## config.mk

```make
export PLATFORM = sky130hd
export DESIGN_NAME = deadline_hash_task_table
export DESIGN_NICKNAME = d
export VERILOG_FILES = /design/src/rtl/dhtt_pkg.sv /design/src/rtl/deadline_hash_task_table.sv /design/src/rtl/dhtt_ctrl.sv /design/src/rtl/dhtt_dp.sv
export SDC_FILE = /design/constraint.sdc
export NUM_CORES = 2
export LEC_CHECK = 0
export BUFFER_PORTS_ARGS = -buffer_cell sky130_fd_sc_hd__buf_4
export CAP_MARGIN = 25
export CORE_MARGIN = 1.5
export CORE_UTILIZATION = 45
export DETAILED_ROUTE_END_ITERATION = 10
export PLACE_DENSITY = 0.6
export SLEW_MARGIN = 20
export SYNTH_ARGS = -nofsm -noshare
export SYNTH_HDL_FRONTEND = slang
export SYNTH_SLANG_ARGS = --single-unit
```

## constraint.sdc

```tcl
create_clock -name clk -period 15.9 [get_ports clk]
set_clock_uncertainty 0.2 [all_clocks]
set_input_delay 3.18 -clock clk [delete_from_list [all_inputs] [get_ports clk]]
set_output_delay 3.18 -clock clk [all_outputs]
set_load 0.02 [all_outputs]
```

## src/rtl/dhtt_pkg.sv

```systemverilog
// dhtt_pkg: shared types and constants for the deadline hash task table
// used by dhtt_ctrl, dhtt_dp, deadline_hash_task_table and dhtt_chk
`timescale 1ns / 1ps

package dhtt_pkg;

  localparam int TABLE_DEPTH_DEF  = 16;
  localparam int BUCKET_DEPTH_DEF = 8;
  localparam int CFG_W            = 5;
  localparam int DL_W             = 16;
  localparam int ID_W             = 8;
  localparam int OUT_SLOT_W       = 4;
  localparam logic [CFG_W-1:0] TABLE_SIZE_RST = 5'd16;
  localparam logic [31:0] GOLDEN_FRAC = 32'h9E37_79B9;

  typedef enum logic [1:0] {
    ACT_PUSH = 2'd0,
    ACT_POP  = 2'd1,
    ACT_PEEK = 2'd2,
    ACT_NONE = 2'd3
  } action_t;

  typedef enum logic [2:0] {
    ST_OK    = 3'd0,
    ST_DUP   = 3'd1,
    ST_TFULL = 3'd2,
    ST_BFULL = 3'd3,
    ST_NOTF  = 3'd4
  } status_t;

  typedef enum logic [1:0] {
    SLOT_NONE  = 2'd0,
    SLOT_FOUND = 2'd1,
    SLOT_EMPTY = 2'd2
  } slot_sel_t;

  typedef enum logic [3:0] {
    S_IDLE,
    S_HASH1,
    S_HASH2,
    S_PRB_RD,
    S_PRB_CMP,
    S_DECIDE,
    S_SCN_RD,
    S_SCN_CMP,
    S_APPEND,
    S_NEW,
    S_DUP,
    S_BFULL,
    S_TFULL,
    S_NOTF,
    S_EMT_RD,
    S_EMT_OUT
  } state_t;

  typedef struct packed {
    logic      load_in;
    logic      hash1;
    logic      hash2;
    logic      prb_chk;
    logic      idx_clr;
    logic      idx_inc;
    logic      out_load;
    status_t   out_status;
    slot_sel_t out_slot_sel;
    logic      out_task;
    logic      append;
    logic      insert;
    logic      pop_clr;
  } cmd_t;

  typedef struct packed {
    action_t act;
    logic    prb_hit;
    logic    prb_end;
    logic    found;
    logic    has_empty;
    logic    task_hit;
    logic    idx_last;
    logic    bucket_full;
    logic    out_free;
  } sts_t;

endpackage

```

## src/rtl/deadline_hash_task_table.sv

```systemverilog
// deadline_hash_task_table: top level, joins dhtt_ctrl and dhtt_dp
// depends on dhtt_pkg, dhtt_ctrl, dhtt_dp
//
//   channel | ports                                          | dir
//   cfg     | cfg_valid cfg_ready cfg_table_size             | in
//   in      | in_valid in_ready in_action in_deadline in_task_id | in
//   out     | out_valid out_ready out_status out_task_id_out out_slot out_last | out
//
// one item at a time: hash (HASH1, HASH2), then probe slot by slot (up to n,
// the configured table size), then scan ids for push or emit ids for pop/peek;
// a none action returns to idle after HASH1
// slot counts clear at reset, no clearing pass
// a stalled output holds the sequencer in the state that loads the result
`timescale 1ns / 1ps

module deadline_hash_task_table #(
  parameter int TABLE_DEPTH  = dhtt_pkg::TABLE_DEPTH_DEF,
  parameter int BUCKET_DEPTH = dhtt_pkg::BUCKET_DEPTH_DEF
) (
  input  logic                             clk,
  input  logic                             rst_n,
  input  logic                             cfg_valid,
  output logic                             cfg_ready,
  input  logic [dhtt_pkg::CFG_W-1:0]       cfg_table_size,
  input  logic                             in_valid,
  output logic                             in_ready,
  input  logic [1:0]                       in_action,
  input  logic [dhtt_pkg::DL_W-1:0]        in_deadline,
  input  logic [dhtt_pkg::ID_W-1:0]        in_task_id,
  output logic                             out_valid,
  input  logic                             out_ready,
  output logic [2:0]                       out_status,
  output logic [dhtt_pkg::ID_W-1:0]        out_task_id_out,
  output logic [dhtt_pkg::OUT_SLOT_W-1:0]  out_slot,
  output logic                             out_last
);

  dhtt_pkg::cmd_t cmd;
  dhtt_pkg::sts_t sts;

  assign cfg_ready = 1'b1;

  dhtt_ctrl u_ctrl (
    .clk      (clk),
    .rst_n    (rst_n),
    .in_valid (in_valid),
    .in_ready (in_ready),
    .sts      (sts),
    .cmd      (cmd)
  );

  dhtt_dp #(
    .TABLE_DEPTH  (TABLE_DEPTH),
    .BUCKET_DEPTH (BUCKET_DEPTH)
  ) u_dp (
    .clk             (clk),
    .rst_n           (rst_n),
    .cfg_valid       (cfg_valid),
    .cfg_table_size  (cfg_table_size),
    .in_action       (in_action),
    .in_deadline     (in_deadline),
    .in_task_id      (in_task_id),
    .out_valid       (out_valid),
    .out_ready       (out_ready),
    .out_status      (out_status),
    .out_task_id_out (out_task_id_out),
    .out_slot        (out_slot),
    .out_last        (out_last),
    .cmd             (cmd),
    .sts             (sts)
  );

endmodule

```

## src/rtl/dhtt_ctrl.sv

```systemverilog
// dhtt_ctrl: sequencer for hashing, probing, bucket scan and result emission
// depends on dhtt_pkg, drives dhtt_dp through cmd_t and reads sts_t
`timescale 1ns / 1ps

module dhtt_ctrl (
  input  logic           clk,
  input  logic           rst_n,
  input  logic           in_valid,
  output logic           in_ready,
  input  dhtt_pkg::sts_t sts,
  output dhtt_pkg::cmd_t cmd
);

  dhtt_pkg::state_t state_r, state_nxt;

  always_ff @(posedge clk) begin
    if (!rst_n) begin
      state_r <= dhtt_pkg::S_IDLE;
    end else begin
      state_r <= state_nxt;
    end
  end

  always_comb begin
    state_nxt = state_r;
    cmd = '0;
    cmd.out_status = dhtt_pkg::ST_OK;
    cmd.out_slot_sel = dhtt_pkg::SLOT_NONE;
    in_ready = 1'b0;
    case (state_r)
      dhtt_pkg::S_IDLE: begin
        in_ready = 1'b1;
        if (in_valid) begin
          cmd.load_in = 1'b1;
          state_nxt = dhtt_pkg::S_HASH1;
        end
      end
      dhtt_pkg::S_HASH1: begin
        cmd.hash1 = 1'b1;
        if (sts.act == dhtt_pkg::ACT_NONE) begin
          state_nxt = dhtt_pkg::S_IDLE;
        end else begin
          state_nxt = dhtt_pkg::S_HASH2;
        end
      end
      dhtt_pkg::S_HASH2: begin
        cmd.hash2 = 1'b1;
        state_nxt = dhtt_pkg::S_PRB_RD;
      end
      dhtt_pkg::S_PRB_RD: begin
        state_nxt = dhtt_pkg::S_PRB_CMP;
      end
      dhtt_pkg::S_PRB_CMP: begin
        cmd.prb_chk = 1'b1;
        if (sts.prb_hit || sts.prb_end) begin
          state_nxt = dhtt_pkg::S_DECIDE;
        end else begin
          state_nxt = dhtt_pkg::S_PRB_RD;
        end
      end
      dhtt_pkg::S_DECIDE: begin
        cmd.idx_clr = 1'b1;
        if (sts.act == dhtt_pkg::ACT_PUSH) begin
          if (sts.found) begin
            state_nxt = dhtt_pkg::S_SCN_RD;
          end else if (sts.has_empty) begin
            state_nxt = dhtt_pkg::S_NEW;
          end else begin
            state_nxt = dhtt_pkg::S_TFULL;
          end
        end else begin
          if (sts.found) begin
            state_nxt = dhtt_pkg::S_EMT_RD;
          end else begin
            state_nxt = dhtt_pkg::S_NOTF;
          end
        end
      end
      dhtt_pkg::S_SCN_RD: begin
        state_nxt = dhtt_pkg::S_SCN_CMP;
      end
      dhtt_pkg::S_SCN_CMP: begin
        if (sts.task_hit) begin
          state_nxt = dhtt_pkg::S_DUP;
        end else if (sts.idx_last) begin
          if (sts.bucket_full) begin
            state_nxt = dhtt_pkg::S_BFULL;
          end else begin
            state_nxt = dhtt_pkg::S_APPEND;
          end
        end else begin
          cmd.idx_inc = 1'b1;
          state_nxt = dhtt_pkg::S_SCN_RD;
        end
      end
      dhtt_pkg::S_APPEND: begin
        cmd.out_slot_sel = dhtt_pkg::SLOT_FOUND;
        if (sts.out_free) begin
          cmd.out_load = 1'b1;
          cmd.append = 1'b1;
          state_nxt = dhtt_pkg::S_IDLE;
        end
      end
      dhtt_pkg::S_NEW: begin
        cmd.out_slot_sel = dhtt_pkg::SLOT_EMPTY;
        if (sts.out_free) begin
          cmd.out_load = 1'b1;
          cmd.insert = 1'b1;
          state_nxt = dhtt_pkg::S_IDLE;
        end
      end
      dhtt_pkg::S_DUP: begin
        cmd.out_status = dhtt_pkg::ST_DUP;
        cmd.out_slot_sel = dhtt_pkg::SLOT_FOUND;
        if (sts.out_free) begin
          cmd.out_load = 1'b1;
          state_nxt = dhtt_pkg::S_IDLE;
        end
      end
      dhtt_pkg::S_BFULL: begin
        cmd.out_status = dhtt_pkg::ST_BFULL;
        cmd.out_slot_sel = dhtt_pkg::SLOT_FOUND;
        if (sts.out_free) begin
          cmd.out_load = 1'b1;
          state_nxt = dhtt_pkg::S_IDLE;
        end
      end
      dhtt_pkg::S_TFULL: begin
        cmd.out_status = dhtt_pkg::ST_TFULL;
        if (sts.out_free) begin
          cmd.out_load = 1'b1;
          state_nxt = dhtt_pkg::S_IDLE;
        end
      end
      dhtt_pkg::S_NOTF: begin
        cmd.out_status = dhtt_pkg::ST_NOTF;
        if (sts.out_free) begin
          cmd.out_load = 1'b1;
          state_nxt = dhtt_pkg::S_IDLE;
        end
      end
      dhtt_pkg::S_EMT_RD: begin
        state_nxt = dhtt_pkg::S_EMT_OUT;
      end
      dhtt_pkg::S_EMT_OUT: begin
        cmd.out_slot_sel = dhtt_pkg::SLOT_FOUND;
        cmd.out_task = 1'b1;
        if (sts.out_free) begin
          cmd.out_load = 1'b1;
          if (sts.idx_last) begin
            cmd.pop_clr = (sts.act == dhtt_pkg::ACT_POP);
            state_nxt = dhtt_pkg::S_IDLE;
          end else begin
            cmd.idx_inc = 1'b1;
            state_nxt = dhtt_pkg::S_EMT_RD;
          end
        end
      end
      default: begin
        state_nxt = dhtt_pkg::S_IDLE;
      end
    endcase
  end

endmodule

```

## src/rtl/dhtt_dp.sv

```systemverilog
// dhtt_dp: hash unit, slot store, task memory and result register
// depends on dhtt_pkg, controlled by dhtt_ctrl
`timescale 1ns / 1ps

module dhtt_dp #(
  parameter int TABLE_DEPTH  = dhtt_pkg::TABLE_DEPTH_DEF,
  parameter int BUCKET_DEPTH = dhtt_pkg::BUCKET_DEPTH_DEF
) (
  input  logic                             clk,
  input  logic                             rst_n,
  input  logic                             cfg_valid,
  input  logic [dhtt_pkg::CFG_W-1:0]       cfg_table_size,
  input  logic [1:0]                       in_action,
  input  logic [dhtt_pkg::DL_W-1:0]        in_deadline,
  input  logic [dhtt_pkg::ID_W-1:0]        in_task_id,
  output logic                             out_valid,
  input  logic                             out_ready,
  output logic [2:0]                       out_status,
  output logic [dhtt_pkg::ID_W-1:0]        out_task_id_out,
  output logic [dhtt_pkg::OUT_SLOT_W-1:0]  out_slot,
  output logic                             out_last,
  input  dhtt_pkg::cmd_t                   cmd,
  output dhtt_pkg::sts_t                   sts
);

  localparam int SW = (TABLE_DEPTH > 1) ? $clog2(TABLE_DEPTH) : 1;
  localparam int NW = $clog2(TABLE_DEPTH + 1);
  localparam int BW = (BUCKET_DEPTH > 1) ? $clog2(BUCKET_DEPTH) : 1;
  localparam int CW = $clog2(BUCKET_DEPTH + 1);
  localparam int TASK_DEPTH = TABLE_DEPTH * (2 ** BW);

  logic [dhtt_pkg::CFG_W-1:0] tsize_r;
  dhtt_pkg::action_t          act_r;
  logic [dhtt_pkg::DL_W-1:0]  dl_r;
  logic [dhtt_pkg::ID_W-1:0]  id_r;
  logic [31:0]                frac_r;
  logic [NW-1:0]              n_r;
  logic [SW-1:0]              k_r;
  logic [NW-1:0]              pcnt_r;
  logic                       found_r;
  logic [SW-1:0]              fslot_r;
  logic                       empty_r;
  logic [SW-1:0]              eslot_r;
  logic [CW-1:0]              idx_r;
  logic [CW-1:0]              cnt_r [TABLE_DEPTH];
  logic [dhtt_pkg::DL_W-1:0]  dl_mem [TABLE_DEPTH];
  logic [dhtt_pkg::ID_W-1:0]  task_mem [TASK_DEPTH];
  logic [dhtt_pkg::DL_W-1:0]  dl_q_r;
  logic [dhtt_pkg::ID_W-1:0]  td_q_r;

  logic                       out_valid_r;
  logic [2:0]                 out_status_r;
  logic [dhtt_pkg::ID_W-1:0]  out_task_r;
  logic [dhtt_pkg::OUT_SLOT_W-1:0] out_slot_r;
  logic                       out_last_r;

  logic [47:0]                frac_prod;
  logic [NW-1:0]              n_nxt;
  logic [32+NW-1:0]           home_prod;
  logic [SW:0]                k_inc;
  logic [NW:0]                pcnt_inc;
  logic [CW-1:0]              cnt_k;
  logic [CW-1:0]              fcnt;
  logic [CW:0]                idx_inc;
  logic                       prb_hit;
  logic [SW-1:0]              out_slot_idx;

  assign frac_prod = {32'd0, dl_r} * {16'd0, dhtt_pkg::GOLDEN_FRAC};
  assign home_prod = (32 + NW)'(frac_r) * (32 + NW)'(n_r);
  assign k_inc     = {1'b0, k_r} + (SW + 1)'(1);
  assign pcnt_inc  = {1'b0, pcnt_r} + (NW + 1)'(1);
  assign cnt_k     = cnt_r[k_r];
  assign fcnt      = cnt_r[fslot_r];
  assign idx_inc   = {1'b0, idx_r} + (CW + 1)'(1);
  assign prb_hit   = (cnt_k != '0) && (dl_q_r == dl_r);

  always_comb begin
    if (tsize_r == '0) begin
      n_nxt = NW'(1);
    end else if (32'(tsize_r) > 32'(TABLE_DEPTH)) begin
      n_nxt = NW'(TABLE_DEPTH);
    end else begin
      n_nxt = NW'(tsize_r);
    end
  end

  always_comb begin
    case (cmd.out_slot_sel)
      dhtt_pkg::SLOT_FOUND: out_slot_idx = fslot_r;
      dhtt_pkg::SLOT_EMPTY: out_slot_idx = eslot_r;
      default:              out_slot_idx = '0;
    endcase
  end

  always_comb begin
    sts.act         = act_r;
    sts.prb_hit     = prb_hit;
    sts.prb_end     = (pcnt_inc == (NW + 1)'(n_r));
    sts.found       = found_r;
    sts.has_empty   = empty_r;
    sts.task_hit    = (td_q_r == id_r);
    sts.idx_last    = (idx_inc == {1'b0, fcnt});
    sts.bucket_full = (fcnt >= CW'(BUCKET_DEPTH));
    sts.out_free    = !out_valid_r || out_ready;
  end

  // config and control registers
  always_ff @(posedge clk) begin
    if (!rst_n) begin
      tsize_r <= dhtt_pkg::TABLE_SIZE_RST;
      out_valid_r <= 1'b0;
      found_r <= 1'b0;
      empty_r <= 1'b0;
    end else begin
      if (cfg_valid) begin
        tsize_r <= cfg_table_size;
      end
      if (cmd.out_load) begin
        out_valid_r <= 1'b1;
      end else if (out_ready) begin
        out_valid_r <= 1'b0;
      end
      if (cmd.hash2) begin
        found_r <= 1'b0;
        empty_r <= 1'b0;
      end else if (cmd.prb_chk) begin
        if (prb_hit) begin
          found_r <= 1'b1;
        end
        if (cnt_k == '0 && !empty_r) begin
          empty_r <= 1'b1;
        end
      end
    end
  end

  // slot occupancy counts
  always_ff @(posedge clk) begin
    if (!rst_n) begin
      for (int i = 0; i < TABLE_DEPTH; i++) begin
        cnt_r[i] <= '0;
      end
    end else begin
      if (cmd.append) begin
        cnt_r[fslot_r] <= CW'(fcnt + CW'(1));
      end else if (cmd.insert) begin
        cnt_r[eslot_r] <= CW'(1);
      end else if (cmd.pop_clr) begin
        cnt_r[fslot_r] <= '0;
      end
    end
  end

  // item datapath
  always_ff @(posedge clk) begin
    if (cmd.load_in) begin
      act_r <= dhtt_pkg::action_t'(in_action);
      dl_r  <= in_deadline;
      id_r  <= in_task_id;
    end
    if (cmd.hash1) begin
      frac_r <= frac_prod[31:0];
      n_r    <= n_nxt;
    end
    if (cmd.hash2) begin
      k_r    <= SW'(home_prod >> 32);
      pcnt_r <= '0;
    end else if (cmd.prb_chk) begin
      if (prb_hit) begin
        fslot_r <= k_r;
      end
      if (cnt_k == '0 && !empty_r) begin
        eslot_r <= k_r;
      end
      k_r    <= (k_inc == (SW + 1)'(n_r)) ? '0 : k_r + SW'(1);
      pcnt_r <= NW'(pcnt_inc);
    end
    if (cmd.idx_clr) begin
      idx_r <= '0;
    end else if (cmd.idx_inc) begin
      idx_r <= CW'(idx_inc);
    end
    if (cmd.out_load) begin
      out_status_r <= cmd.out_status;
      out_task_r   <= cmd.out_task ? td_q_r : '0;
      out_slot_r   <= dhtt_pkg::OUT_SLOT_W'(out_slot_idx);
      out_last_r   <= cmd.out_task ? sts.idx_last : 1'b1;
    end
  end

  // deadline and task memories
  always_ff @(posedge clk) begin
    if (cmd.insert) begin
      dl_mem[eslot_r] <= dl_r;
    end
    dl_q_r <= dl_mem[k_r];
  end

  always_ff @(posedge clk) begin
    if (cmd.append) begin
      task_mem[{fslot_r, fcnt[BW-1:0]}] <= id_r;
    end else if (cmd.insert) begin
      task_mem[{eslot_r, BW'(0)}] <= id_r;
    end
    td_q_r <= task_mem[{fslot_r, idx_r[BW-1:0]}];
  end

  assign out_valid       = out_valid_r;
  assign out_status      = out_status_r;
  assign out_task_id_out = out_task_r;
  assign out_slot        = out_slot_r;
  assign out_last        = out_last_r;

endmodule

```

======== Word-level counts from Yosys, hierarchy flattened ========
Memories as Yosys holds them, arrays and structs flattened. A register that Yosys moved wholly into a read port is not among the register bits.
Cells that the tools add are included.
operators by class
  add/sub/neg operators ................... 5
  $mul .................................... 2
  divide/modulo/power cells ............... 0
  magnitude comparators ................... 2
  eq/ne operators ......................... 27
  shifts and indexed selects .............. 0
  multiplexer cells ....................... 70
  bitwise operators ....................... 3
  reduce and logical (&&, ||, !) cells .... 25
operators with widths
  operator                number
  $mux 4                  18
  $pmux 4 s11             1
  $mux 1                  37
  $mul 32x5->36           1
  $eq 4x4->1 const B      8
  $mul 16x32->32 const B  1
  $eq 16x16->1            1
  $eq 4x3->1 const B      4
  $pmux 3 s4              1
  $reduce_or 4->1         3
  $add 4x1->5 const B     2
  $reduce_and 3->1        3
  $add 4x1->4 const B     2
  $eq 4x2->1 const B      2
  $eq 8x8->1              1
  $logic_not 4->1         2
  $mux 2                  4
  $mux 8                  1
  $pmux 4 s2              1
  $reduce_or 8->1         1
  $mux 7                  1
  $add 5x1->6 const B     1
  $eq 6x5->1              1
  $mux 3                  2
  other kinds (24)        35
storage, ports and cells
  flip-flop bits (word level) ............. 112
  latch bits .............................. 0
  memory bits (writable) .................. 1344
  bits in read-only memories .............. 0
  bits of input ports ..................... 36
  output and inout bits ................... 19
  logic and storage cells ................. 157
  memories kept ........................... 3
memories
  memory         words  width  read ports  clocked after memory_dff  write ports  line           text
  u_dp.task_mem  128    8      1           1                         1            dhtt_dp.sv:47  logic [dhtt_pkg::ID_W-1:0] task_mem [TASK_DEPTH];
  u_dp.dl_mem    16     16     1           1                         1            dhtt_dp.sv:46  logic [dhtt_pkg::DL_W-1:0] dl_mem [TABLE_DEPTH];
  u_dp.cnt_r     16     4      2           2                         16           dhtt_dp.sv:45  logic [CW-1:0] cnt_r [TABLE_DEPTH];

======== Longest topological paths before layout ========
  word-level depth ........................ 14
  gate-level depth with buffers ........... 21
  depth with buffers taken out ............ 21

======== Modules after synthesis ========
A second synthesis with hierarchy kept.
second synthesis, totals
  cell total of the unflattened synthesis .. 3781
  area total of the unflattened synthesis .. 68024.0 um^2
by module, submodules not included
  module                    times used  cells an instance  area an instance (um^2)  sequential area each (um^2)
  dhtt_dp                   1           3705               67519.8                  44072.3
  dhtt_ctrl                 1           74                 493.0                    80.1
  deadline_hash_task_table  1           2                  11.3                     0.0

======== Worst setup path before layout ========
Ideal clock, no wire load.
  kind .................................... register to register
  start ................................... register u_dp.dl_r[4] (netlist name)
  end ..................................... register u_dp.frac_r[31] (data pin)
  setup time .............................. 0.136 ns
  data arrival time ....................... 5.871 ns
  data required time ...................... 15.564 ns
  path slack .............................. 9.693 ns
  cell stages (with the launch flop) ...... 18
  path buffers ............................ 0
  cells stage by stage .................... edfxtp_1 > fa_1 > fa_1 > inv_1 > fa_1 > fa_1 > inv_1 > fa_1 > fa_1 > ha_1 > and4_1 > and2_1 > a221oi_1 > a311oi_1 > o21ai_0 > o221ai_1 > or4_1 > nand3_1
between the ends
  word-level cells in the longest chain between the ends .. 1
ends and longest elaborated chain
  item                          line            text
  start: declaration            dhtt_dp.sv:34   logic [dhtt_pkg::DL_W-1:0] dl_r;
  start signal: assignment      dhtt_dp.sv:158  dl_r <= in_deadline;
  $mul 16x32->32                dhtt_dp.sv:68   assign frac_prod = {32'd0, dl_r} * {16'd0, dhtt_pkg::GOLDEN_FRAC};
  named net u_dp.frac_prod[31]  dhtt_dp.sv:57   logic [47:0] frac_prod;
  end signal: assignment        dhtt_dp.sv:162  frac_r <= frac_prod[31:0];
  end: declaration              dhtt_dp.sv:36   logic [31:0] frac_r;
The timed path passes the listed nets, and every way through them passes these cells.
A chain may end at the register's enable or synchronous reset.

======== Final worst setup path ========
  start ................................... register u_dp.dl_r[5] (netlist name)
  end ..................................... register u_dp.frac_r[31] (data pin)
Same word-level chain as after synthesis.

==> results.yml <==
placed_design:
  dpl.hpwl_mm: 105
  io_buffers: 53
  gp_congestion: 0.849
  placed_area_sq_um: 71000
clock_tree:
  holdBufCountCts: 0
  cts_buffers: 155
  h-tree-depth: 4
  post_cts_buffers: 0
  cts_resized: 0
  worstSkewPairLatency_ns: 0.78
  cts_root_buf: "clkbuf_16"
  cts_tree: "yes"
  clockBufferDepth: 3
  clk_pin_slew_worst_paths_ns: 0.06
  clock-sinks: 1488
timing:
  setup_viol_count_final: 0
  post-route-period-util_pct: 43.7
  hold_viol: 0
  drv_slew: 0
  tightest_slew_ns: 1.03
  rsz0062_at_grt: "no"
  hold_ws_ns: 0.316
  relSlewSlack_pct: 30.6
  min_period_ns: 6.94
  setup_tns_ns: 0
  fmax_mhz: 144
drt:
  first_iter_violations: 3339
  wire_per_inst_microns: 26.9
  ant_nets: 0
  drc: 0
  drt-total-wl_mm: 163
  vias_per_cell: 5.69
  vias: 34400
  drtPass1Iterations: 6
setup_path:
  critPathMaxStageDelay_ns: 0.86
  cp_slowest_cell: "edfxtp_1"
  cp_common_cell: "fa_1"
  arrival_ns: 7.37
  crit_path_cell_trace: "fa_1 > fa_1 > inv_1 > fa_1 > fa_1 > inv_1 > fa_1 > fa_1 > ha_1 > a21oi_1 > o21ai_0 > a221oi_1 > a311oi_1 > o21ai_0 > o221ai_1 > or4_1 > nand3_1"
  worstPathRequired_ns: 16.33
  cp_max_fo: 23
  criticalPathCategory: "flip-flop to flip-flop"
  cp-end-kind: "flip-flop"
  cp-start-kind: "flip-flop"
die:
  rows: 142
  ios: 55
  die_w_microns: 392
  die_h_microns: 392
  coreArea_sq_um: 150000
  die_area_sq_um: 154000
  start_util_pct: 45.4
cells_and_area:
  post-route-util_pct: 50.7
  final_nets: 4333
  final_area_sq_um: 76100
  drive_above_1_share_pct: 20.7
  area_delta_synth_final_pct: 11.7
pwr:
  cellPowerDensity_nw_per_um2: 167
  finalPower_mw: 12.7
  ir_worst_vdd_mv: 0.320
  p_leak_nw: 26.1
synth:
  synth-seq-area-share_pct: 64.8
  synth.net_count: 4205
  synthTopCellsByCount: "edfxtp_1, mux4_2, inv_1"
  synth_flop_cell: "edfxtp_1"
  yosysMostFrequentCell: "edfxtp_1"
  syn_inst: 3773
  ys_ff_latch: 1488
  async_flop_share_pct: 0
  synth.area.top_cells: "edfxtp_1, mux4_2, fa_1, ha_1, inv_1"
  ys_types: 77
  syn-cell-area_sq_um: 68100
  yosysWarnings: 0
  synth_edf_count: 1435
  synth_top_cell_by_area: "edfxtp_1"
  syn_avg_cell_area_sq_um: 18.1
  synth_top_area_share_pct: 63.3
run:
  maxCapViolations: 0
global_route:
  antenna_found_initial: 5
  grt_pass1_vias: 35200
  grt_pass1_wl_mm: 242
  grt_overflow: 0
  grt_max_degree: 141
  grtUsageTotal_pct: 21.6
status:
  status: "completed"
min_path:
  hold_class: "flip-flop to flip-flop"
==> through the flow <==
step / worst slack [ns] / cells
after CTS: 8.98 / 6045
after global routing: 8.52 / 6049
after detailed placement: 9.00 / 5757
after global placement: 9.16 / 5756
after floorplan: 9.69 / 3773
final: 8.96 / 6049
==> power by group <==
| part | switching [mW] | internal, mW | leakage, nW |
|---|---|---|---|
| clock | 1.54 | 2.04 | 2.46 |
| sequential | 0.0985 | 4.57 | 13.4 |
| combinational | 2.55 | 1.89 | 10.2 |
| total | 4.18 | 8.50 | 26.1 |
==> state kept, by name, summed over array words and instances (netlist names), 2 cells and up, named ones only <==
register	flops
u_dp.out_status	3
u_dp.k_r	4
u_dp.out_task_id_out	8
u_dp.eslot_r	4
u_ctrl.state_r	4
u_dp.act_r	2
u_dp.pcnt_r	5
u_dp.cnt_r	64
u_dp.tsize_r	5
u_dp.fslot_r	4
u_dp.task_mem	1024
u_dp.dl_q_r	16
u_dp.idx_r	4
u_dp.out_slot	4
u_dp.td_q_r	8
u_dp.frac_r	32
u_dp.n_r	5
u_dp.id_r	8
u_dp.dl_r	16
u_dp.dl_mem	256
==> layout make-up <==
cell class                      count  area (sq um)
Sequential cell                  1488         44200
Antenna cell                        1          2.50
Multi-Input combinational cell   1829         22200
Timing Repair Buffer              126           998
Tap cell                         2016          2520
Inverter                          301          1130
Clock inverter                     79           847
Fill cell                       12200         74100
Clock buffer                      209          4200
==> cell families (layout without fill, tap and decap cells) <==
group	after synthesis	after routing	synth area share, %
AOI/OAI and AO/OA	188	188	1.80
xor gates and xnor gates	83	83	1.08
adders and majority gates	396	396	9.87
buffers and inverters	456	715	2.73
DFF	1488	1488	64.8
muxes	470	470	15.1
other	1	2	0.00551
and+or+nand+nor	691	691	4.63
==> metal layers <==
layer | vias to the layer above | GRT usage [%] | wire, microns
li1 | 14800 | - | -
met1 | 18300 | 33.8 | 76100
met2 | 1178 | 31.6 | 72100
met3 | 195 | 4.06 | 11600
met4 | 2 | 4.76 | 2720
met5 | - | 0 | 17
==> worst paths after layout <==
check | slack, ns | depth (start not counted) | to | from
max | 8.96 | 17 | u_dp.frac_r[31]$_DFFE_PP_ | u_dp.dl_r[5]$_DFFE_PP_
min | 0.32 | 2 | u_dp.pcnt_r[3]$_SDFFE_PP0P_ | u_dp.pcnt_r[3]$_SDFFE_PP0P_
max reg2reg | 8.96 | 17 | u_dp.frac_r[31]$_DFFE_PP_ | u_dp.dl_r[5]$_DFFE_PP_
min reg2reg | 0.32 | 2 | u_dp.pcnt_r[3]$_SDFFE_PP0P_ | u_dp.pcnt_r[3]$_SDFFE_PP0P_
==> layout by cell type, fill, tap and decap left out, types with 9 or more instances in the layout <==
cell type,netlist,routed
edfxtp_1,1435,1435
mux4_2,425,425
inv_1,300,300
nor2_1,268,255
fa_1,236,236
nand2_1,198,195
ha_1,160,160
clkbuf_16,0,156
buf_4,2,120
and2_1,79,78
o21ai_0,50,50
dfxtp_1,53,50
a21oi_1,48,47
xor2_1,46,46
clkbuf_1,104,43
xnor2_1,36,36
nand3_1,34,34
nor4_1,26,26
clkinv_2,0,25
clkinv_1,0,24
a21o_1,19,19
mux2_2,16,16
nor3_1,21,15
mux2i_1,15,15
mux4_1,13,13
nor2_2,0,12
bufinv_16,0,10
clkbuf_8,4,10
a211oi_1,9,9
o21a_1,9,9
==> worst max-delay path, delay by kind of cell, from the launching register on <==
kind                       cells  cell delay [ns]
DFF                            1             0.86
adders and majority gates      7             3.51
AOI/OAI and AO/OA              6             1.51
and+or+nand+nor                2             0.61
buffers and inverters          2             0.11
Power figures use the tool's default switching activity.
